$ cat config.mk
export PLATFORM = sky130hd
export DESIGN_NAME = plar_div
export DESIGN_NICKNAME = d
export VERILOG_FILES = /design/src/rtl/core/plar_pkg.sv /design/src/rtl/core/plar_div.sv
export SDC_FILE = /design/constraint.sdc
export NUM_CORES = 1
export LEC_CHECK = 0
export BUFFER_PORTS_ARGS = -buffer_cell sky130_fd_sc_hd__buf_2
export CAP_MARGIN = 30
export CORE_UTILIZATION = 50
export CTS_CLUSTER_DIAMETER = 30
export DETAILED_ROUTE_END_ITERATION = 12
export PLACE_DENSITY = 0.72
export SLEW_MARGIN = 20
export SYNTH_ARGS = -nofsm -noshare
export SYNTH_HDL_FRONTEND = slang
export SYNTH_SLANG_ARGS = --single-unit
$ cat constraint.sdc
create_clock -name clock -period 8.5 [get_ports clock]
set_clock_uncertainty 0.1 [all_clocks]
set_input_delay 0.425 -clock clock [delete_from_list [all_inputs] [get_ports clock]]
set_output_delay 0.425 -clock clock [all_outputs]
set_load 0.05 [all_outputs]
$ cat src/rtl/core/plar_pkg.sv
// ----------------------------------------------------------------------------
// plar_pkg
// Types and constants shared by the polyline arc-length resampler core.
// ----------------------------------------------------------------------------
package plar_pkg;

   localparam int POS_W  = 32;
   localparam int TIME_W = 48;
   localparam int CFG_W  = 32;
   localparam int CSR_IDX_W = 1;

   localparam logic [CSR_IDX_W-1:0] CSR_SAMPLE_INTERVAL = 1'b0;
   localparam logic [CSR_IDX_W-1:0] CSR_TIME_STEP       = 1'b1;

   localparam logic [CFG_W-1:0] SAMPLE_INTERVAL_RESET = 32'd65536;
   localparam logic [CFG_W-1:0] TIME_STEP_RESET       = 32'd65536;

   // squared distance, root, dividend and quotient widths
   localparam int SQ_W   = 66;
   localparam int ROOT_W = 34;
   localparam int DVD_W  = 65;
   localparam int QUO_W  = 32;

   typedef struct packed {
      logic signed [POS_W-1:0] pos_x;
      logic signed [POS_W-1:0] pos_y;
      logic signed [POS_W-1:0] pos_z;
      logic                    first_sample;
      logic                    last_sample;
   } plar_req_type;

   typedef struct packed {
      logic signed [POS_W-1:0] out_x;
      logic signed [POS_W-1:0] out_y;
      logic signed [POS_W-1:0] out_z;
      logic [TIME_W-1:0]       sample_time;
      logic                    copied_point;
      logic                    truncated;
      logic                    run_last;
   } plar_rsp_type;

   typedef struct packed {
      logic signed [POS_W-1:0] x;
      logic signed [POS_W-1:0] y;
      logic signed [POS_W-1:0] z;
      logic [TIME_W-1:0]       t;
      logic                    copied;
   } plar_ent_type;

   typedef enum logic [4:0] {
      S_IDLE, S_START, S_BASE, S_II, S_IIW, S_DELTA, S_SQX, S_SQY, S_SQZ, S_CHK,
      S_SQRT, S_PX, S_PY, S_PZ, S_PT, S_PD, S_PW, S_DIV, S_STEP, S_FIN, S_END,
      S_RD, S_LD, S_WAIT
   } plar_state_type;

endpackage

$ cat src/rtl/core/plar_div.sv
// ----------------------------------------------------------------------------
// plar_div
// Restoring bit-serial divider, one quotient bit per cycle.
// ----------------------------------------------------------------------------
module plar_div (
   input  logic                          clock,
   input  logic                          reset,
   input  logic                          start,
   input  logic [plar_pkg::DVD_W-1:0]    dividend,
   input  logic [plar_pkg::ROOT_W-1:0]   divisor,
   output logic                          done,
   output logic [plar_pkg::QUO_W-1:0]    quotient
);

   localparam int REM_W = plar_pkg::ROOT_W + 1;

   logic [plar_pkg::DVD_W-1:0]  dvd_ff;
   logic [plar_pkg::ROOT_W-1:0] dsr_ff;
   logic [REM_W-1:0]            rem_ff;
   logic [plar_pkg::QUO_W-1:0]  q_ff;
   logic [6:0]                  cnt_ff;
   logic                        busy_ff;
   logic                        done_ff;

   logic [REM_W-1:0] cur;
   logic             take;

   assign cur  = {rem_ff[REM_W-2:0], dvd_ff[plar_pkg::DVD_W-1]};
   assign take = (cur >= {1'b0, dsr_ff});

   always_ff @(posedge clock) begin
      if (reset) begin
         busy_ff <= 1'b0;
         done_ff <= 1'b0;
         cnt_ff  <= '0;
      end else begin
         done_ff <= 1'b0;
         if (start) begin
            busy_ff <= 1'b1;
            cnt_ff  <= '0;
         end else if (busy_ff) begin
            cnt_ff <= cnt_ff + 7'd1;
            if (cnt_ff == 7'(plar_pkg::DVD_W - 1)) begin
               busy_ff <= 1'b0;
               done_ff <= 1'b1;
            end
         end
      end
   end

   // upper quotient bits are known zero and shift out of q_ff
   always_ff @(posedge clock) begin
      if (start) begin
         dvd_ff <= dividend;
         dsr_ff <= divisor;
         rem_ff <= '0;
         q_ff   <= '0;
      end else if (busy_ff) begin
         dvd_ff <= {dvd_ff[plar_pkg::DVD_W-2:0], 1'b0};
         rem_ff <= take ? (cur - {1'b0, dsr_ff}) : cur;
         q_ff   <= {q_ff[plar_pkg::QUO_W-2:0], take};
      end
   end

   assign done     = done_ff;
   assign quotient = q_ff;

endmodule

==> reports/qor.csv, run 1 <==
metric,value,unit
fin_nets,1055,
report.final.slew_viol_count,0,
routed-wl-met2,8237,um
fin_cells,1154,
tightest_slew,0.8918,ns
die_x,134.6,um
reg2reg_from,dvd_ff[64]$_DFFE_PP_,
regToRegEndpoint,rem_ff[32]$_SDFFE_PP0P_,
max_stage_delay,0.41,ns
maxUsedRoutingLayer,met4,
die_h,134.6,um
hold_violations,0,
arrival,3.48,ns
cts.sinks,174,
place_ws,5.224,ns
crit_chain,"inv_1, ha_1, inv_1, fa_1, a21oi_1, o21bai_1, a21oi_1, o21ai_1, a221oi_2, o21ai_1, a21oi_1, xor2_1, o21ai_1",
synth-compound-area-share,13.06,%
synth.mux.area_fraction,12.07,%
crit_end,rem_ff[32]$_SDFFE_PP0P_,
total_power,2.122,mW
period_minus_slack,3.265,ns
die_area,18110,sq um
grt_pass1_vias,5956,
antenna_found_initial,1,
areaGrowthSynthToFinish,15.60,%
cts_resized,0,
drt_pre_antenna_iters,6,
hp-class,input pin to flip-flop,
synthesis.nets,938,
grt_max_degree,75,
wl,17610,um
tns,0,ns
final_cell_mix,"buf_2 (133), edfxtp_1 (99), nor2_1 (84)",
final_common_cell,buf_2,
drtAntennaViolNets,0,
worst_slack,5.235,ns
setup.worst_path.class,flip-flop to flip-flop,
synthSimpleGateAreaFrac,10.98,%
start_kind,flip-flop,
timing.final.crit_share,38.41,%
drt_iter0_drc,298,
vias,6198,
cp_slowest_cell,edfxtp_1,
viasPerCell,5.371,
ios,135,
wl_met3,1132,um
yosys_register_bits,174,
endpoint_kind,flip-flop,
placeableCoreArea,17240,sq um
holdBufCountCts,0,
io_buffers,134,
gr-usage-all-layers,20.09,%
clock_latency,0.43,ns
r2r_cells,13,
setup_viol,0,
rows,48,
placed_cells,1121,
powerDensity,208.9,nW/um^2
clk_pin_slew,0.07,ns
clockRootBuffer,clkbuf_16,
yosysWarnings,0,
startpoint,dvd_ff[64]$_DFFE_PP_,
synth_xor_xnor_area_share,3.388,%
synth_seq_area_share,50.91,%
drive_gt1_share,28.85,%
regToRegSetupSlack,5.24,ns
wl_met1,8150,um
synth_edf_count,99,
grt_pass1_wl,28860,um
rsz0062_at_grt,no,
peakVddDrop,0.1519,mV
cap_viol_max_count,0,
crit_fanout,6,
synth.distinct_cells,58,
start_util,50.99,%
wire_per_inst,15.26,um
slew_headroom,40.55,%
synth_top_family_by_area,compound AO/OA/AOI/OAI gates,
status,finished clean,
cts_setup_buffers,0,
avgSynthCellArea,11.00,sq um
p_leak,4.215,nW
synth_area,8788,sq um
crit_required,8.71,ns
gp_congestion,0.8202,
cts_buffer_depth,2,
cts-buffers-inserted,17,
hpwlAfterDp,11890,um
max_freq,0.3063,GHz
synth_ff_type,edfxtp_1,
synthAdderAreaFrac,5.353,%
postSynthCellCount,799,
drc,0,
ys_async_sr_fraction,0,%
overflow,0,
htree_levels,4,
cts_tree,done,
diodes,0,
[sequential cells by signal (all words and copies together) (netlist names)]
name,flops
dsr_ff,34
cnt_ff,7
dvd_ff,65
rem_ff,34
busy_ff,1
done,1
quotient,32
[worst min path at each step]
stage / start / endpoint / slack (ns) / cells after the start
after floorplan: rem_ff[2]$_SDFFE_PP0P_ / rem_ff[2]$_SDFFE_PP0P_ / 0.36 / 2
after global placement: cnt_ff[6]$_SDFFE_PP0P_ / cnt_ff[6]$_SDFFE_PP0P_ / 0.37 / 2
after detailed placement: cnt_ff[6]$_SDFFE_PP0P_ / cnt_ff[6]$_SDFFE_PP0P_ / 0.38 / 2
after CTS: reset / busy_ff$_SDFF_PP0_ / 0.04 / 2
after global routing: reset / busy_ff$_SDFF_PP0_ / 0.03 / 2
final: reset / busy_ff$_SDFF_PP0_ / 0.05 / 2
[synth_stat cells (4+ instances only)]
| library cell | count | share of area [%] |
|---|---|---|
| dfxtp_1 | 75 | 17 |
| nor2_1 | 84 | 3.6 |
| a211oi_1 | 6 | 0.51 |
| ha_1 | 36 | 5.1 |
| o21ai_0 | 17 | 0.97 |
| mux2i_1 | 34 | 3.9 |
| clkbuf_1 | 23 | 0.98 |
| a21o_1 | 11 | 0.94 |
| a311oi_2 | 10 | 1.7 |
| nand4_1 | 7 | 0.50 |
| a21oi_1 | 49 | 2.8 |
| nand2_1 | 69 | 2.9 |
| o21ai_1 | 6 | 0.34 |
| nand2b_1 | 4 | 0.28 |
| a31oi_1 | 11 | 0.78 |
| and3_1 | 7 | 0.50 |
| nand3_1 | 13 | 0.74 |
| nor3_1 | 8 | 0.46 |
| a311oi_1 | 9 | 0.90 |
| buf_1 | 7 | 0.30 |
| and2_1 | 5 | 0.36 |
| edfxtp_1 | 99 | 34 |
| inv_1 | 43 | 1.8 |
| xnor2_1 | 21 | 2.1 |
| buf_6 | 4 | 0.51 |
| nand2_2 | 9 | 0.64 |
| mux2_2 | 64 | 8.2 |
| xor2_1 | 13 | 1.3 |
| buf_2 | 6 | 0.34 |
| o211ai_1 | 4 | 0.34 |
[layer usage]
layer  track usage (%)  vias up
li1                  -     3123
met1             25.69     2944
met2             32.70      124
met3             6.419        7
met4             5.618        0
met5                 0        -
[cell families (layout without fill, tap and decap cells)]
kind of cell	after synthesis	count (layout)
adders and majority gates	37	37
DFF	174	174
AOI/OAI and AO/OA	153	153
buffers and inverters	85	215
and+or+nand+nor	218	218
muxes	98	98
xor gates and xnor gates	34	34
[report_power, final]
part           internal [mW]  total (mW)  switching, mW
Clock                  0.385       0.735          0.350
Combinational          0.168       0.392          0.224
Sequential             0.963       0.994         0.0306
[area by class of cell]
| cell class | instances | area (sq um) |
|---|---|---|
| Clock inverter | 14 | 127.6 |
| Tap cell | 225 | 281.5 |
| Fill cell | 1467 | 7077 |
| Inverter | 44 | 165.2 |
| Multi-Input combinational cell | 540 | 3944 |
| Sequential cell | 174 | 4478 |
| Timing Repair Buffer | 139 | 734.5 |
| Clock buffer | 18 | 429.2 |
[per-stage QoR]
stage	hold slack, ns	utilization, %	area, sq um
finish	0.05125	58.94	10160
detailed placement	0.3768	55.55	9575
floorplan	0.3581	-	8788
global route	0.03217	58.94	10160
CTS	0.03589	58.78	10130
global placement	0.3719	55.55	9575
[critical path, delay by kind of cell (launching register included)]
family                   cells  cell delay (ns)
XOR/XNOR                     1             0.19
AO/OA/AOI/OAI                8             1.75
buffers and inverters        2             0.14
adder cells (fa/ha/maj)      2             0.56
flip-flops                   1             0.41
(Power assumes the default switching activity.)
==> run 2: changes to the inputs <==
clock period = 3.1 ns   (was 8.5 ns; I/O delays follow)
==> reports/qor.csv, run 2 (synthesized netlist as in run 1, its figures left out) <==
metric,value,unit,change
grt_pass1_wl,32220,um,+12%
start_kind,flip-flop,,
endpoint_kind,flip-flop,,
gp_congestion,0.8385,,+2.2%
reg_top3,"dvd_ff: 65 flops, dsr_ff: 34 flops, rem_ff: 34 flops",,
setup.worst_path.class,flip-flop to flip-flop,,
gr-usage-all-layers,22.68,%,+2.6 points
clockRootBuffer,clkbuf_16,,
hpwlAfterDp,12370,um,+4.0%
crit_fanout,4,,-2
drt_pre_antenna_iters,4,,-2
wl,20090,um,+14%
final_common_cell,buf_2,,
die_area,18110,sq um,unchanged
final_cell_mix,"buf_2 (133), dlygate4sd3_1 (101), edfxtp_1 (99)",,
powerDensity,537.9,nW/um^2,+160%
hp-class,input pin to flip-flop,,
clock_latency,0.44,ns,about the same
htree_levels,4,,unchanged
report.final.slew_viol_count,0,,unchanged
grt_max_degree,66,,-12%
drive_gt1_share,28.18,%,-0.67 points
crit_required,3.32,ns,-5.39 ns
cts_tree,done,,
place_ws,0.08739,ns,-5.136 ns
vias,6809,,+9.9%
largest_reg_flops,65,,unchanged
tns,0,ns,unchanged
clk_pin_slew,0.08,ns,about the same
antenna_found_initial,0,,-1
cts_buffer_depth,2,,unchanged
drc,0,,unchanged
grt_pass1_vias,6696,,+12%
tightest_slew,0.7285,ns,-0.1633 ns
peakVddDrop,0.4092,mV,+170%
die_x,134.6,um,unchanged
setup_viol,0,,unchanged
period_minus_slack,2.918,ns,-0.3472 ns
regMostFlops,dvd_ff,,
start_util,50.99,%,unchanged
ios,135,,unchanged
slew_headroom,51.44,%,+11 points
worst_slack,0.1823,ns,-5.053 ns
max_stage_delay,0.40,ns,about the same
diodes,0,,unchanged
placed_cell_area,9751,sq um,+1.8%
final_design_area_no_fill,11420,sq um,+12%
overflow,0,,unchanged
p_leak,4.789,nW,+14%
viasPerCell,5.324,,-0.88%
drtAntennaViolNets,0,,unchanged
cts.sinks,174,,unchanged
rsz0062_at_grt,no,,
drt_iter0_drc,336,,+13%
fin_nets,1180,,+12%
cp_slowest_cell,edfxtp_1,,
die_h,134.6,um,unchanged
timing.final.crit_share,94.12,%,+56 points
hold_violations,0,,unchanged
arrival,3.14,ns,-0.34 ns
max_freq,0.3427,GHz,+12%
areaGrowthSynthToFinish,29.90,%,
whs,0.3285,ns,+0.2773 ns
cap_viol_max_count,0,,unchanged
placeableCoreArea,17240,sq um,unchanged
crit_chain,"inv_1, ha_1, inv_1, fa_1, a21oi_1, o21bai_1, a21oi_2, o21ai_1, a221oi_2, o21ai_2, a31oi_1, xor2_1, o21ai_1",,
wire_per_inst,15.71,um,+2.9%
cts-buffers-inserted,17,,unchanged
rows,48,,unchanged
io_buffers,134,,unchanged
status,finished clean,,
[run 2: cell types whose count changed in the layout (fill, tap and decap cells not counted), sizes merged]
cell         previous run  this run
dlygate4sd3             0       101
clkinvlp                4         0
inv                    50        51
buf                   139       162
clkinv                  4         8
clkbuf                 18        17
o21a                    4         5
[run 2: layout make-up]
cell class	count	area [sq um]
flip-flops and latches	174	4478
multi-input cells	541	3970
fillers	1307	5821
clock inverters	15	172.7
well taps	225	281.5
inverters	44	165.2
repair buffers	263	1923
clock buffers	17	425.4
[run 2: where the power goes]
part | switching, mW | internal [mW]
logic | 0.677 | 0.597
registers | 0.0805 | 2.64
clock network | 1.06 | 1.09
[run 2: worst paths after layout]
path | startpoint | cells past startpoint | to | slack, ns
worst max-delay path | dvd_ff[64]$_DFFE_PP_ | 13 | rem_ff[28]$_SDFFE_PP0P_ | 0.18
worst min-delay path | divisor[22] | 2 | dsr_ff[22]$_DFFE_PP_ | 0.33
worst max register to register | dvd_ff[64]$_DFFE_PP_ | 13 | rem_ff[28]$_SDFFE_PP0P_ | 0.18
worst min register to register | rem_ff[2]$_SDFFE_PP0P_ | 2 | rem_ff[2]$_SDFFE_PP0P_ | 0.39
[run 2: what timing repair did]
item / 4_1_cts / 5_1_grt
endpoints found under the setup margin: 0 / 30
hold buffers: 101 / 0
setup buffers: 0 / 4
gates resized for setup: 0 / 4
endpoints found under the hold margin: 120 / 0
[run 2: critical path: cells and delay by family, from the launching register on]
kind,cells,cell delay [ns]
AO/OA/AOI/OAI,8,1.46
adder cells (fa/ha/maj),2,0.55
flip-flops,1,0.40
XOR/XNOR,1,0.18
buffers and inverters,2,0.13
[run 2: stage by stage]
step | util, % | instances | power [mW]
2_1_floorplan | - | 799 | 3.603
3_3_place_gp | 56.57 | 1141 | 3.873
3_5_place_dp | 56.57 | 1141 | 3.891
4_1_cts | 65.90 | 1274 | 6.119
5_1_grt | 66.23 | 1279 | 6.408
6_report | 66.23 | 1279 | 6.140
[run 2: layer usage]
metal	track usage, %	vias to the layer above	part of all wire, %
met5	0	-	0
li1	-	3372	-
met4	6.117	0	1.3
met3	5.518	17	4.6
met2	40.07	169	50
met1	27.55	3251	44
==> run 3: changes to the inputs <==
clock period = 3.45 ns   (was 3.1 ns; I/O delays follow)
==> reports/qor.csv, run 3 (synthesized netlist as in run 1, its figures left out) <==
metric,value,unit,change
nFillCells,1343,,+2.8%
timing.final.crit_share,92.77,%,-1.3 points
diodes,0,,unchanged
gp_congestion,0.8453,,+0.81%
crit_fanout,6,,+2
cts_resized,0,,unchanged
crit_required,3.67,ns,+0.35 ns
overflow,0,,unchanged
die_x,134.6,um,unchanged
hold_violations,0,,unchanged
gr-usage-all-layers,22.19,%,-0.48 points
whs_path_depth,3,,+1
report.final.slew_viol_count,0,,unchanged
powerDensity,473.8,nW/um^2,-12%
start_kind,flip-flop,,
slew_headroom,37.74,%,-14 points
placeableCoreArea,17240,sq um,unchanged
start_util,50.99,%,unchanged
total_power,5.310,mW,-14%
hpwlAfterDp,12290,um,-0.68%
max_freq,0.3124,GHz,-8.8%
drive_gt1_share,26.38,%,-1.8 points
ff_latch_area,4478,sq um,unchanged
reg_top3,"dvd_ff: 65 flops, dsr_ff: 34 flops, rem_ff: 34 flops",,
largest_reg_flops,65,,unchanged
tns,0,ns,unchanged
die_h,134.6,um,unchanged
endpoint_kind,flip-flop,,
grt_pass1_wl,31620,um,-1.9%
clockRootBuffer,clkbuf_16,,
areaGrowthSynthToFinish,27.52,%,
final_cell_mix,"buf_2 (133), dlygate4sd3_1 (100), edfxtp_1 (99)",,
min_from,start,,
fin_nets,1161,,-1.6%
period_minus_slack,3.201,ns,+0.2830 ns
cp_slowest_cell,fa_1,,
viasPerCell,5.230,,-1.8%
wl,19400,um,-3.4%
cts.sinks,174,,unchanged
drtAntennaViolNets,0,,unchanged
vias,6590,,-3.2%
clk_pin_slew,0.07,ns,about the same
rsz0062_at_grt,no,,
final_common_cell,buf_2,,
multi_input_area,3944,sq um,-0.66%
io_buffers,134,,unchanged
status,finished clean,,
cts_buffer_depth,2,,unchanged
r2r_cells,13,,unchanged
grt_max_degree,78,,+18%
drt_iter0_drc,274,,-18%
max_stage_delay,0.41,ns,about the same
regMostFlops,dvd_ff,,
crit_chain,"inv_1, ha_1, inv_1, fa_1, a21oi_1, o21bai_1, a21oi_1, o21ai_1, a221oi_2, o21ai_1, a31oi_1, xor2_1, o21ai_1",,
htree_levels,4,,unchanged
rows,48,,unchanged
crit_top_cell,o21ai_1,,
peakVddDrop,0.4079,mV,-0.30%
drt_pre_antenna_iters,5,,+1
hp-class,input pin to flip-flop,,
drc,0,,unchanged
cts-buffers-inserted,17,,unchanged
arrival,3.42,ns,+0.28 ns
cts_tree,done,,
setup.worst_path.class,flip-flop to flip-flop,,
postLayoutCoreUtil,65.02,%,-1.2 points
setup_viol,0,,unchanged
startpoint,dvd_ff[64]$_DFFE_PP_,,
clock_latency,0.44,ns,about the same
reg2reg_from,dvd_ff[64]$_DFFE_PP_,,
grt_pass1_vias,6575,,-1.8%
wire_per_inst,15.40,um,-2.0%
ios,135,,unchanged
tightest_slew,0.9338,ns,+0.2054 ns
antenna_found_initial,0,,unchanged
die_area,18110,sq um,unchanged
p_leak,4.667,nW,-2.5%
cap_viol_max_count,0,,unchanged
[run 3: cell count changes in the layout (fill, tap and decap cells not counted), moves of 2 or more]
cell / delta
a21oi_2: -2
inv_8: -2
clkinv_4: +2
buf_4: -18
clkbuf_1: +3
clkinv_8: -5
clkinvlp_4: +2
a21oi_1: +2
[run 3: layout make-up]
cell class,instances,share of cell area [%]
flip-flops and latches,174,39.96
well taps,225,2.512
clock inverters,12,0.9267
inverters,44,1.474
clock buffers,20,3.896
multi-input cells,540,35.19
repair buffers,245,16.04
[run 3: layer usage]
metal  part of all wire, %  GRT usage [%]
met5                     0              0
met4                   1.2          6.617
met3                   5.5          6.194
met2                    49          37.56
met1                    45          27.59
[run 3: path summary, 6_finish.rpt]
| path | slack (ns) | endpoint |
|---|---|---|
| worst min-delay path | 0.19 | rem_ff[31]$_SDFFE_PP0P_ |
| worst max-delay path | 0.25 | rem_ff[28]$_SDFFE_PP0P_ |
| worst min register to register | 0.37 | quotient[0]$_SDFFE_PP0P_ |
| worst max register to register | 0.25 | rem_ff[28]$_SDFFE_PP0P_ |
[run 3: timing repair]
action                                  4_1_cts  5_1_grt
endpoints found under the setup margin        0        0
hold endpoints to repair                    100        0
hold buffers                                100        0
setup buffers                                 0        0
[run 3: worst max-delay path, delay by kind of cell (launching register included)]
kind	cells	cell delay, ns
AOI/OAI and AO/OA	8	1.75
buffers and inverters	2	0.12
DFF	1	0.38
xor gates and xnor gates	1	0.18
adders and majority gates	2	0.57
[run 3: report_power, final]
group	switching (mW)	leakage (nW)	internal (mW)	total, mW
Sequential	0.0706	1.60	2.37	2.44
Clock	0.853	0.260	0.942	1.79
Combinational	0.580	2.81	0.492	1.07
[run 3: per-stage QoR]
step | setup WS [ns] | hold WS, ns | instance area [sq um] | std cells
floorplan | 0.6680 | 0.1449 | 8788 | 799
global placement | 0.4123 | 0.2466 | 9646 | 1127
detailed placement | 0.2940 | 0.2484 | 9666 | 1128
CTS | 0.2624 | 0.1699 | 11210 | 1260
global route | 0.08391 | 0.1895 | 11210 | 1260
finish | 0.2494 | 0.1877 | 11210 | 1260
