**src/rtl/core/plar_pkg.sv**
```systemverilog
// ----------------------------------------------------------------------------
// plar_pkg
// Types and constants shared by the polyline arc-length resampler core.
// ----------------------------------------------------------------------------
package plar_pkg;

   localparam int POS_W  = 32;
   localparam int TIME_W = 48;
   localparam int CFG_W  = 32;
   localparam int CSR_IDX_W = 1;

   localparam logic [CSR_IDX_W-1:0] CSR_SAMPLE_INTERVAL = 1'b0;
   localparam logic [CSR_IDX_W-1:0] CSR_TIME_STEP       = 1'b1;

   localparam logic [CFG_W-1:0] SAMPLE_INTERVAL_RESET = 32'd65536;
   localparam logic [CFG_W-1:0] TIME_STEP_RESET       = 32'd65536;

   // squared distance, root, dividend and quotient widths
   localparam int SQ_W   = 66;
   localparam int ROOT_W = 34;
   localparam int DVD_W  = 65;
   localparam int QUO_W  = 32;

   typedef struct packed {
      logic signed [POS_W-1:0] pos_x;
      logic signed [POS_W-1:0] pos_y;
      logic signed [POS_W-1:0] pos_z;
      logic                    first_sample;
      logic                    last_sample;
   } plar_req_type;

   typedef struct packed {
      logic signed [POS_W-1:0] out_x;
      logic signed [POS_W-1:0] out_y;
      logic signed [POS_W-1:0] out_z;
      logic [TIME_W-1:0]       sample_time;
      logic                    copied_point;
      logic                    truncated;
      logic                    run_last;
   } plar_rsp_type;

   typedef struct packed {
      logic signed [POS_W-1:0] x;
      logic signed [POS_W-1:0] y;
      logic signed [POS_W-1:0] z;
      logic [TIME_W-1:0]       t;
      logic                    copied;
   } plar_ent_type;

   typedef enum logic [4:0] {
      S_IDLE, S_START, S_BASE, S_II, S_IIW, S_DELTA, S_SQX, S_SQY, S_SQZ, S_CHK,
      S_SQRT, S_PX, S_PY, S_PZ, S_PT, S_PD, S_PW, S_DIV, S_STEP, S_FIN, S_END,
      S_RD, S_LD, S_WAIT
   } plar_state_type;

endpackage

```
**src/rtl/core/plar_sqrt.sv**
```systemverilog
// ----------------------------------------------------------------------------
// plar_sqrt
// Digit-by-digit integer square root, two radicand bits per cycle.
// ----------------------------------------------------------------------------
module plar_sqrt (
   input  logic                         clock,
   input  logic                         reset,
   input  logic                         start,
   input  logic [plar_pkg::SQ_W-1:0]    radicand,
   output logic                         done,
   output logic [plar_pkg::ROOT_W-1:0]  root
);

   localparam int RAD_W = 2 * plar_pkg::ROOT_W;
   localparam int REM_W = plar_pkg::ROOT_W + 3;

   logic [RAD_W-1:0]            rad_ff;
   logic [REM_W-1:0]            rem_ff;
   logic [plar_pkg::ROOT_W-1:0] root_ff;
   logic [5:0]                  cnt_ff;
   logic                        busy_ff;
   logic                        done_ff;

   logic [REM_W-1:0] cur;
   logic [REM_W-1:0] trial;
   logic             take;

   assign cur   = {rem_ff[REM_W-3:0], rad_ff[RAD_W-1 -: 2]};
   assign trial = {1'b0, root_ff, 2'b01};
   assign take  = (cur >= trial);

   always_ff @(posedge clock) begin
      if (reset) begin
         busy_ff <= 1'b0;
         done_ff <= 1'b0;
         cnt_ff  <= '0;
      end else begin
         done_ff <= 1'b0;
         if (start) begin
            busy_ff <= 1'b1;
            cnt_ff  <= '0;
         end else if (busy_ff) begin
            cnt_ff <= cnt_ff + 6'd1;
            if (cnt_ff == 6'(plar_pkg::ROOT_W - 1)) begin
               busy_ff <= 1'b0;
               done_ff <= 1'b1;
            end
         end
      end
   end

   always_ff @(posedge clock) begin
      if (start) begin
         rad_ff  <= {{(RAD_W-plar_pkg::SQ_W){1'b0}}, radicand};
         rem_ff  <= '0;
         root_ff <= '0;
      end else if (busy_ff) begin
         rad_ff  <= {rad_ff[RAD_W-3:0], 2'b00};
         rem_ff  <= take ? (cur - trial) : cur;
         root_ff <= {root_ff[plar_pkg::ROOT_W-2:0], take};
      end
   end

   assign done = done_ff;
   assign root = root_ff;

endmodule

```
**config.mk**
```make
export PLATFORM = sky130hd
export DESIGN_NAME = plar_sqrt
export DESIGN_NICKNAME = d
export VERILOG_FILES = /design/src/rtl/core/plar_pkg.sv /design/src/rtl/core/plar_sqrt.sv
export SDC_FILE = /design/constraint.sdc
export NUM_CORES = 1
export LEC_CHECK = 0
export BUFFER_PORTS_ARGS = -buffer_cell sky130_fd_sc_hd__buf_2
export CAP_MARGIN = 10
export CELL_PAD_IN_SITES_DETAIL_PLACEMENT = 0
export CELL_PAD_IN_SITES_GLOBAL_PLACEMENT = 1
export CORE_MARGIN = 10
export CORE_UTILIZATION = 41
export DETAILED_ROUTE_END_ITERATION = 12
export PLACE_DENSITY_LB_ADDON = 0.1
export SLEW_MARGIN = 15
export SYNTH_ARGS = -nofsm -noshare
export SYNTH_HDL_FRONTEND = slang
export SYNTH_SLANG_ARGS = --single-unit
export TNS_END_PERCENT = 5
```
**constraint.sdc**
```tcl
create_clock -name clock -period 2.9 [get_ports clock]
set_input_delay 0.435 -clock clock [delete_from_list [all_inputs] [get_ports clock]]
set_output_delay 0.435 -clock clock [all_outputs]
set_load 0.1 [all_outputs]
```
==> results of run 1 <==
metal layers:
metal / GRT usage (%) / routed length (µm)
met4: 5.18 / 218
met5: 0 / 0
met1: 18.1 / 9010
met3: 4.91 / 1220
met2: 25.6 / 9610
cells in the mapped netlist (all sizes together), types with 10 or more instances:
cell type / number
edfxtp: 66
nand2: 84
xnor2: 18
o21a: 13
nor2: 84
a311oi: 22
ha: 38
a21o: 14
mux2i: 43
a21oi: 37
inv: 43
o21ai: 32
clkbuf: 35
xor2: 11
mux2: 64
nor3: 12
dfxtp: 79
nand4: 10
stage by stage:
stage                     power, mW  util [%]  worst slack [ns]  setup TNS, ns  area [µm²]
after floorplan                7.00         -           -0.0353         -0.280        8170
after global placement         8.69      47.7            0.0569              0        9220
after detailed placement       8.73      47.7            0.0195              0        9220
after CTS                      11.1      50.9           0.00521              0        9840
after global routing           12.6      52.0           -0.0572         -0.587       10100
final                          11.8      52.0            0.0401              0       10100
flip-flops by register name, indices dropped and copies added, names as in the netlist:
name and flops:
rad_ff 68, rem_ff 35, root 34, cnt_ff 6, busy_ff 1, done 1
how the worst min path moves through the flow:
| stage | start | to | slack, ns | cells after the start |
|---|---|---|---|---|
| 3_5_place_dp | rem_ff[4] | rem_ff[4] | 0.47 | 2 |
| 2_1_floorplan | rem_ff[0] | rem_ff[0] | 0.44 | 2 |
| 3_3_place_gp | cnt_ff[5] | done | 0.46 | 2 |
| 6_report | reset | busy_ff | 0.17 | 2 |
| 5_1_grt | reset | busy_ff | 0.17 | 2 |
| 4_1_cts | reset | busy_ff | 0.15 | 2 |
kinds of logic after synthesis:
| family | Yosys count |
|---|---|
| buf+inv | 87 |
| xor+xnor | 29 |
| fa+ha+maj | 38 |
| mux | 107 |
| simple gates | 236 |
| flops | 145 |
| compound gates | 163 |
critical path, cell delays in order (launching register included):
cell,delay (ns)
dfxtp_4,0.36
inv_2,0.04
ha_4,0.24
a21o_1,0.18
o21bai_1,0.17
a221o_1,0.36
a211o_1,0.32
a311oi_4,0.35
or2_4,0.25
buf_12,0.13
nand2_1,0.07
a311oi_2,0.29
report_power, final:
part	switching, mW	internal, mW
combinational	3.79	3.13
sequential	0.195	2.42
clock	1.03	1.24
total	5.02	6.80
layout make-up:
type,instances,area share (%)
multi-input combinational,573,42.2
sequential,145,36.5
timing repair buffer,161,10.3
clock buffer,17,4.23
tap,265,3.30
clock inverter,15,1.90
inverter,43,1.61
antenna,1,0.0249
what timing repair did:
item / CTS / global route
gates cloned: 0 / 2
resized for setup: 2 / 20
setup buffers: 0 / 8
endpoints found under the setup margin: 3 / 23
pin swaps: 0 / 16
==> metrics.cfg, run 1 <==
[floorplanning]
rows=51
die_y_um=160
die_x_um=160
ioPinCount=104
die_area_mm2=0.0256
coreArea_mm2=0.0193
start_util_pct=41.5

[finish]
drive_above_1_share_pct=34.6
final_cells=1220
layout_common_cells=buf_2, nand2_1, nor2_1
layout_commonest_cell=buf_2
area_delta_synth_final_pct=25.3
n_fill_cell=1776
seqCellArea_mm2=0.00366
multi_input_area_mm2=0.00424
nNetsFinal=1048

[global_route]
antenna_found_initial=2
grt_max_degree=57
grt_use_total_pct=15.3
grt_first_pass_wirelength_um=32700
overflow=0
grt_pass1_vias=6484

[clock_network]
path_clk_slew_ns=0.07
hold_buffers=0
clk_latency_ns=0.43
cts_buffers=17
cts_tree=yes
cts_sinks=145
root_buffer=clkbuf_16
htreeDepth=4
clockBufferDepth=2

[routing]
via_per_inst=5.20
remaining_drc_errors=0
drt_pass1_iterations=4
routed_wirelength_um=20100
ant_nets=0
vias=6348
wl_per_cell_um=16.4
drt-initial-drc-count=333

[synth]
ys_ff_latch=145
synth_top_family_by_area=compound AO/OA/AOI/OAI gates
yosys.area.top_type=edfxtp_1
seq_area_frac_synth_pct=44.4
mappedNetlistArea_mm2=0.00802
synth_fa_ha_area_share_pct=5.93
synth_edf_count=66
synthDistinctLibCells=60
synth_flop_cell=dfxtp_1
async_reset_ff_share_pct=0
synthMuxAreaShare_pct=14.3
synth_area_leaders=edfxtp_1, dfxtp_1, mux2_2
synth_cells=805
synthSimpleGateAreaFrac_pct=13.1
synth-compound-area-share_pct=14.7
syn_nets=912
synth_top_area_share_pct=24.7
yosysWarnings=0
syn_area_per_cell_um2=9.97
synth_xor_area_share_pct=3.17

[timing]
hold_viol_final=0
fin_crit_ns=2.86
setup_violations=0
hold_slack_ns=0.171
relSlewSlack_pct=56.7
final_max_slew_viol_count=0
finalCritPeriodShare_pct=98.6
fin_skew_ns=0.00810
grt_setup_unrepaired=yes
tightest_slew_ns=0.645
max_freq_mhz=350

[worst_setup_path]
crit_arrival_ns=3.19
crit_end=rem_ff[6]
start_kind=flop
r2r-start=root[22]
rrSetupSlack_ns=0.04
required_ns=3.23
path_class=reg -> reg
reg2reg_depth=11
worst_setup_path_end_kind=flop
cp_max_fo=9
crit_start=root[22]
worstReg2RegEnd=rem_ff[6]

[status]
status=finished clean

[pwr]
power.leakage_nw=4.10
ir_worst_vdd_uv=643
power_density_mw_per_mm2=1180

[worst_hold_path]
hp-class=in -> reg

[place]
dp.cells=1177
gp_congestion=0.880
io_buffers=103
dp_hpwl_um=14600

[run]
cap_violations=0

Power figures use the tool's default switching activity.
==> run 2: changes to the inputs <==
==> constraint.sdc (replaced) <==
create_clock -name clock -period 2.9 [get_ports clock]
set_input_delay 0.29 -clock clock [delete_from_list [all_inputs] [get_ports clock]]
set_output_delay 0.29 -clock clock [all_outputs]
set_load 0.1 [all_outputs]
==> run 2 against run 1 <==
  * Combinational power down 5.9%
  * Cell area down 0.96%
  * Flip-flop and latch count unchanged
  * Utilization down 0.50 points
  * Fmax up 0.60%
  * Critical endpoint is now rem_ff[29]
  * Count of clock-buffer cells in the layout unchanged
  * Sequential power about the same
  * First-iteration DRC count up 6.9%
  * Die area unchanged
==> metrics.cfg, run 2 (synthesis gave the netlist of run 1 again) <==
[status]
status=finished clean

[floorplanning]
die_x_um=160  ; unchanged
die_area_mm2=0.0256  ; unchanged
ioPinCount=104  ; unchanged
rows=51  ; unchanged
start_util_pct=41.5  ; unchanged
coreArea_mm2=0.0193  ; unchanged
die_y_um=160  ; unchanged

[place]
io_buffers=103  ; unchanged
dp_hpwl_um=14400  ; -0.83%
gp_congestion=0.878  ; -0.20%
dp.cells=1176  ; -0.085%

[timing]
final_max_slew_viol_count=0  ; unchanged
relSlewSlack_pct=51.0  ; -5.6 points
grt_setup_unrepaired=yes
hold_viol_final=0  ; unchanged
tightest_slew_ns=0.728  ; +0.0839 ns
setup_violations=0  ; unchanged
finalCritPeriodShare_pct=98.0  ; -0.59 points
max_freq_mhz=352  ; +0.60%
fin_skew_ns=0.0101  ; +0.00201 ns
hold_slack_ns=0.0335  ; -0.138 ns
fin_crit_ns=2.84  ; -0.0172 ns

[routing]
wl_per_cell_um=16.3  ; -0.95%
via_per_inst=5.18  ; -0.36%
remaining_drc_errors=0  ; unchanged
routed_wirelength_um=19800  ; -1.4%
vias=6294  ; -0.85%
ant_nets=0  ; unchanged
drt_pass1_iterations=6  ; +2
drt-initial-drc-count=356  ; +6.9%

[worst_setup_path]
cp_max_fo=11  ; +2
required_ns=3.23  ; about the same
worstReg2RegEnd=rem_ff[29]
crit_start=root[25]
start_kind=flop
crit_end=rem_ff[29]
rrSetupSlack_ns=0.06  ; +0.02 ns
reg2reg_depth=11  ; unchanged
crit_arrival_ns=3.17  ; -0.02 ns
worst_setup_path_end_kind=flop
r2r-start=root[25]
path_class=reg -> reg

[finish]
final_cells=1214  ; -0.49%
largest_reg_flops=68  ; unchanged
regMostFlops=rad_ff
area_delta_synth_final_pct=24.1
final_util_pct=51.5  ; -0.50 points
layout_common_cells=buf_2, nand2_1, nor2_1
drive_above_1_share_pct=33.9  ; -0.69 points
layout_commonest_cell=buf_2
n_fill_cell=1828  ; +2.9%
nNetsFinal=1041  ; -0.67%

[pwr]
power.leakage_nw=4.06  ; -0.93%
ir_worst_vdd_uv=766  ; +19%
power_density_mw_per_mm2=1150  ; -2.4%

[clock_network]
hold_buffers=0  ; unchanged
path_clk_slew_ns=0.07  ; about the same
cts_sinks=145  ; unchanged
clk_latency_ns=0.42  ; about the same
cts_buffers=17  ; unchanged
clockBufferDepth=2  ; unchanged
htreeDepth=4  ; unchanged
cts_tree=yes
root_buffer=clkbuf_16

[worst_hold_path]
hp-class=in -> reg

[global_route]
grt_max_degree=67  ; +18%
grt_first_pass_wirelength_um=32700  ; -0.11%
antenna_found_initial=2  ; unchanged
overflow=0  ; unchanged
grt_use_total_pct=15.3  ; about the same
grt_pass1_vias=6539  ; +0.85%

[run]
cap_violations=0  ; unchanged

-- run 2: how the worst min path moves through the flow --
stage               startpoint  endpoint  slack, ns  cells after the start
floorplan                reset   busy_ff       0.36                      1
global placement         reset   busy_ff       0.45                      2
detailed placement       reset   busy_ff       0.46                      2
CTS                      reset   busy_ff       0.02                      2
global route             reset   busy_ff       0.02                      2
finish                   reset   busy_ff       0.03                      2
-- run 2: layout make-up --
cell class	instances	area, µm²	share of cell area (%)
well taps	265	332	3.33
diodes	2	5.00	0.0503
repair buffers	154	950	9.54
flip-flops and latches	145	3660	36.8
clock buffers	17	425	4.27
clock inverters	15	186	1.87
multi-input cells	573	4240	42.5
inverters	43	161	1.62
-- run 2: metrics by stage --
step / total power, mW / TNS, ns / area (µm²) / worst slack, ns
4_1_cts: 11.1 / 0 / 9840 / 0.0274
3_3_place_gp: 8.68 / 0 / 9210 / 0.0710
3_5_place_dp: 8.73 / -0.0578 / 9210 / -0.0578
5_1_grt: 12.3 / -0.224 / 9950 / -0.0575
2_1_floorplan: 7.00 / -0.280 / 8170 / -0.0353
6_report: 11.4 / 0 / 9960 / 0.0573
-- run 2: per-layer routing --
metal	global-route usage [%]	up-vias	routed length, µm
met2	25.0	179	9260
met4	5.76	0	380
met3	4.83	32	1300
met1	18.4	2922	8840
li1	-	3161	-
met5	0	-	0
-- run 2: what timing repair did --
item                       4_1_cts  5_1_grt
setup buffers                    0        4
pin swaps                        0        6
resized for setup                3       17
setup endpoints to repair        4       32
cloned                           0        0
-- run 2: worst max-delay path, cell delays in order (launching register included) --
cell,delay [ns]
dfxtp_4,0.36
inv_2,0.04
ha_4,0.26
a21o_4,0.22
a21o_1,0.15
a221o_1,0.37
a211o_1,0.28
a311oi_4,0.33
or2_4,0.21
buf_6,0.16
nand2_1,0.10
a311oi_2,0.27
-- run 2: power by group --
group          switching [mW]  total, mW  internal (mW)
Sequential              0.194       2.61           2.42
Clock                   0.973       2.29           1.31
Combinational            3.67       6.52           2.85
Total                    4.84       11.4           6.58
==> run 3: changes to the inputs <==
--- a/config.mk
+++ b/config.mk
@@ -10,7 +10,8 @@
 export CELL_PAD_IN_SITES_DETAIL_PLACEMENT = 0
 export CELL_PAD_IN_SITES_GLOBAL_PLACEMENT = 1
 export CORE_MARGIN = 10
-export CORE_UTILIZATION = 41
+export CORE_UTILIZATION = 45
+export CTS_BUF_LIST = sky130_fd_sc_hd__clkbuf_8 sky130_fd_sc_hd__clkbuf_16
 export DETAILED_ROUTE_END_ITERATION = 12
 export PLACE_DENSITY_LB_ADDON = 0.1
 export SLEW_MARGIN = 15
==> constraint.sdc (replaced) <==
create_clock -name clock -period 3.07 [get_ports clock]
set_input_delay 0.307 -clock clock [delete_from_list [all_inputs] [get_ports clock]]
set_output_delay 0.307 -clock clock [all_outputs]
set_load 0.1 [all_outputs]
==> run 3 against run 2 <==
  * Setup slack improved by 0.065 ns
  * Sequential power fell by 5%
  * Global-route usage rose by 0.81 points
  * Routed wire length fell by 4.1%
  * First-iteration DRC count fell by 32%
  * Sequential share of layout area rose by 1.1 points
  * Via count fell by 2.0%
  * Utilization rose by 3.4 points
  * Worst hold slack improved by 0.015 ns
  * Non-clock buffer count fell by 18
  * Count of clock-buffer cells in the layout did not move
  * Clock skew rose by 0.0084 ns
==> metrics.cfg, run 3 (synthesis gave the netlist of run 1 again) <==
[status]
status=finished clean

[finish]
layout_commonest_cell=buf_2
drive_above_1_share_pct=31.1  ; -2.8 points
regMostFlops=rad_ff
nNetsFinal=1023  ; -1.7%
n_fill_cell=1589  ; -13%
seqCellArea_mm2=0.00362  ; -1.1%
multi_input_area_mm2=0.00416  ; -1.7%
area_delta_synth_final_pct=19.1
largest_reg_flops=68  ; unchanged
final_util_pct=54.9  ; +3.4 points
layout_common_cells=buf_2, nor2_1, nand2_1
num_antenna_cells=0  ; -2

[routing]
drt-initial-drc-count=243  ; -32%
dr.max_layer_used=met5
via_per_inst=5.35  ; +3.1%
vias=6169  ; -2.0%
ant_nets=0  ; unchanged
routed_wirelength_um=19000  ; -4.1%
drt_pass1_iterations=5  ; -1
route.met2.wl_um=9290  ; +0.40%
remaining_drc_errors=0  ; unchanged
wirelength_met1_um=8380  ; -5.1%
wl_per_cell_um=16.4  ; +0.88%
met3_length_um=1100  ; -15%

[pwr]
seqPwrFrac_pct=24.9  ; +2.0 points
power.leakage_nw=3.92  ; -3.6%
p_clk_share_pct=19.5  ; -0.5 points
p_sw_mw=4.27  ; -12%
power_density_mw_per_mm2=1040  ; -9.2%
internal_power_mw=5.69  ; -14%
ir_worst_vdd_uv=849  ; +11%
pwr-share-comb_pct=55.6  ; -1.5 points
p_sw_share_pct=42.9  ; +0.51 points

[run]
cap_violations=0  ; unchanged

[clock_network]
cts_buffers=17  ; unchanged
hold_buffers=0  ; unchanged
clockBufferDepth=2  ; unchanged
path_clk_slew_ns=0.06  ; about the same
cts_tree=yes
root_buffer=clkbuf_16
htreeDepth=4  ; unchanged
cts_sinks=145  ; unchanged
clk_latency_ns=0.43  ; about the same

[worst_hold_path]
hp-start=reset
hp-class=in -> reg
whs_path_depth=2  ; unchanged

[place]
dp_hpwl_um=14200  ; -1.7%
io_buffers=103  ; unchanged
gp_congestion=0.919  ; +4.6%

[floorplanning]
rows=48  ; -5.9%
coreArea_mm2=0.0174  ; -9.9%
die_y_um=154  ; -4.0%
die_area_mm2=0.0236  ; -7.8%
ioPinCount=104  ; unchanged
start_util_pct=46.1  ; +4.6 points
die_x_um=154  ; -4.0%

[worst_setup_path]
path_class=reg -> reg
reg2reg_depth=11  ; unchanged
crit_start=root[25]
required_ns=3.40  ; +0.17 ns
crit_arrival_ns=3.27  ; +0.10 ns
r2r-start=root[25]
worst_setup_path_end_kind=flop
start_kind=flop
cp_max_fo=11  ; unchanged

[global_route]
overflow=0  ; unchanged
grt_use_total_pct=16.1  ; +0.81 points
grt_max_degree=58  ; -13%
grt_first_pass_wirelength_um=31700  ; -3.2%
antenna_found_initial=1  ; -1
grt_pass1_vias=6355  ; -2.8%

[timing]
finalCritPeriodShare_pct=96.0  ; -2.0 points
max_freq_mhz=339  ; -3.6%
final_max_slew_viol_count=0  ; unchanged
setup_tns_ns=0  ; unchanged
tightest_slew_ns=0.685  ; -0.0434 ns
hold_viol_final=0  ; unchanged
fin_skew_ns=0.0185  ; +0.00843 ns
grt_setup_unrepaired=yes
relSlewSlack_pct=54.2  ; +3.1 points
setup_violations=0  ; unchanged
hold_slack_ns=0.0487  ; +0.0153 ns
fin_crit_ns=2.95  ; +0.105 ns

run 3: changes by cell type in the layout (fill, tap and decap cells not counted), moves of 3 or more:
| cell | previous run | this run |
|---|---|---|
| clkinvlp_4 | 0 | 3 |
| a311oi_1 | 9 | 12 |
| inv_8 | 5 | 2 |
| dfxtp_4 | 22 | 6 |
| a311oi_2 | 12 | 9 |
| dfxtp_2 | 13 | 29 |
| buf_4 | 46 | 32 |
run 3: worst max-delay path, stage by stage (launching register included):
cell      delay (ns)
dfxtp_4         0.35
inv_1           0.04
ha_1            0.32
a21o_1          0.24
a21o_1          0.16
a221o_1         0.36
a211o_1         0.31
a311oi_4        0.36
or2_4           0.21
buf_4           0.18
nand2_1         0.07
a311oi_1        0.25
run 3: layout make-up:
class	count	area share, %
Inverter	43	1.69
Clock buffer	17	4.45
Tap cell	225	2.95
Clock inverter	15	1.26
Multi-Input combinational cell	573	43.6
Sequential cell	145	37.9
Timing Repair Buffer	136	8.18
run 3: power groups by stage:
stage	sequential (mW)	clock (mW)	combinational [mW]
after global placement	2.51	0	5.33
after CTS	2.48	1.99	5.38
final	2.48	1.94	5.54
after global routing	2.52	2.08	6.13
after floorplan	2.49	0	4.10
after detailed placement	2.52	0	5.34
run 3: path summary, 6_finish.rpt:
| check | slack, ns | to |
|---|---|---|
| worst max-delay path | 0.12 | rem_ff[23] |
| worst min-delay path | 0.05 | busy_ff |
| worst max register to register | 0.12 | rem_ff[23] |
| worst min register to register | 0.48 | rem_ff[0] |
run 3: what timing repair did:
| action | 4_1_cts | 5_1_grt |
|---|---|---|
| endpoints found under the setup margin | 0 | 36 |
| gates resized for setup | 0 | 11 |
| buffers inserted | 0 | 2 |
| endpoints found under the hold margin | 0 | 0 |
run 3: per-stage QoR:
stage          area [µm²]  cells  power, mW  worst slack, ns
2_1_floorplan        8080    805       6.59         -0.00686
3_3_place_gp         8940   1120       7.84            0.145
3_5_place_dp         8940   1120       7.86           0.0557
4_1_cts              9480   1152       9.85           0.0190
5_1_grt              9560   1154       10.7          -0.0591
6_report             9560   1154       9.96            0.123
run 3: per-layer routing:
layer / track usage, % / up-vias
met2: 27.2 / 104
met5: 0 / -
met1: 18.8 / 2919
met3: 5.89 / 12
met4: 4.32 / 2
li1: - / 3132
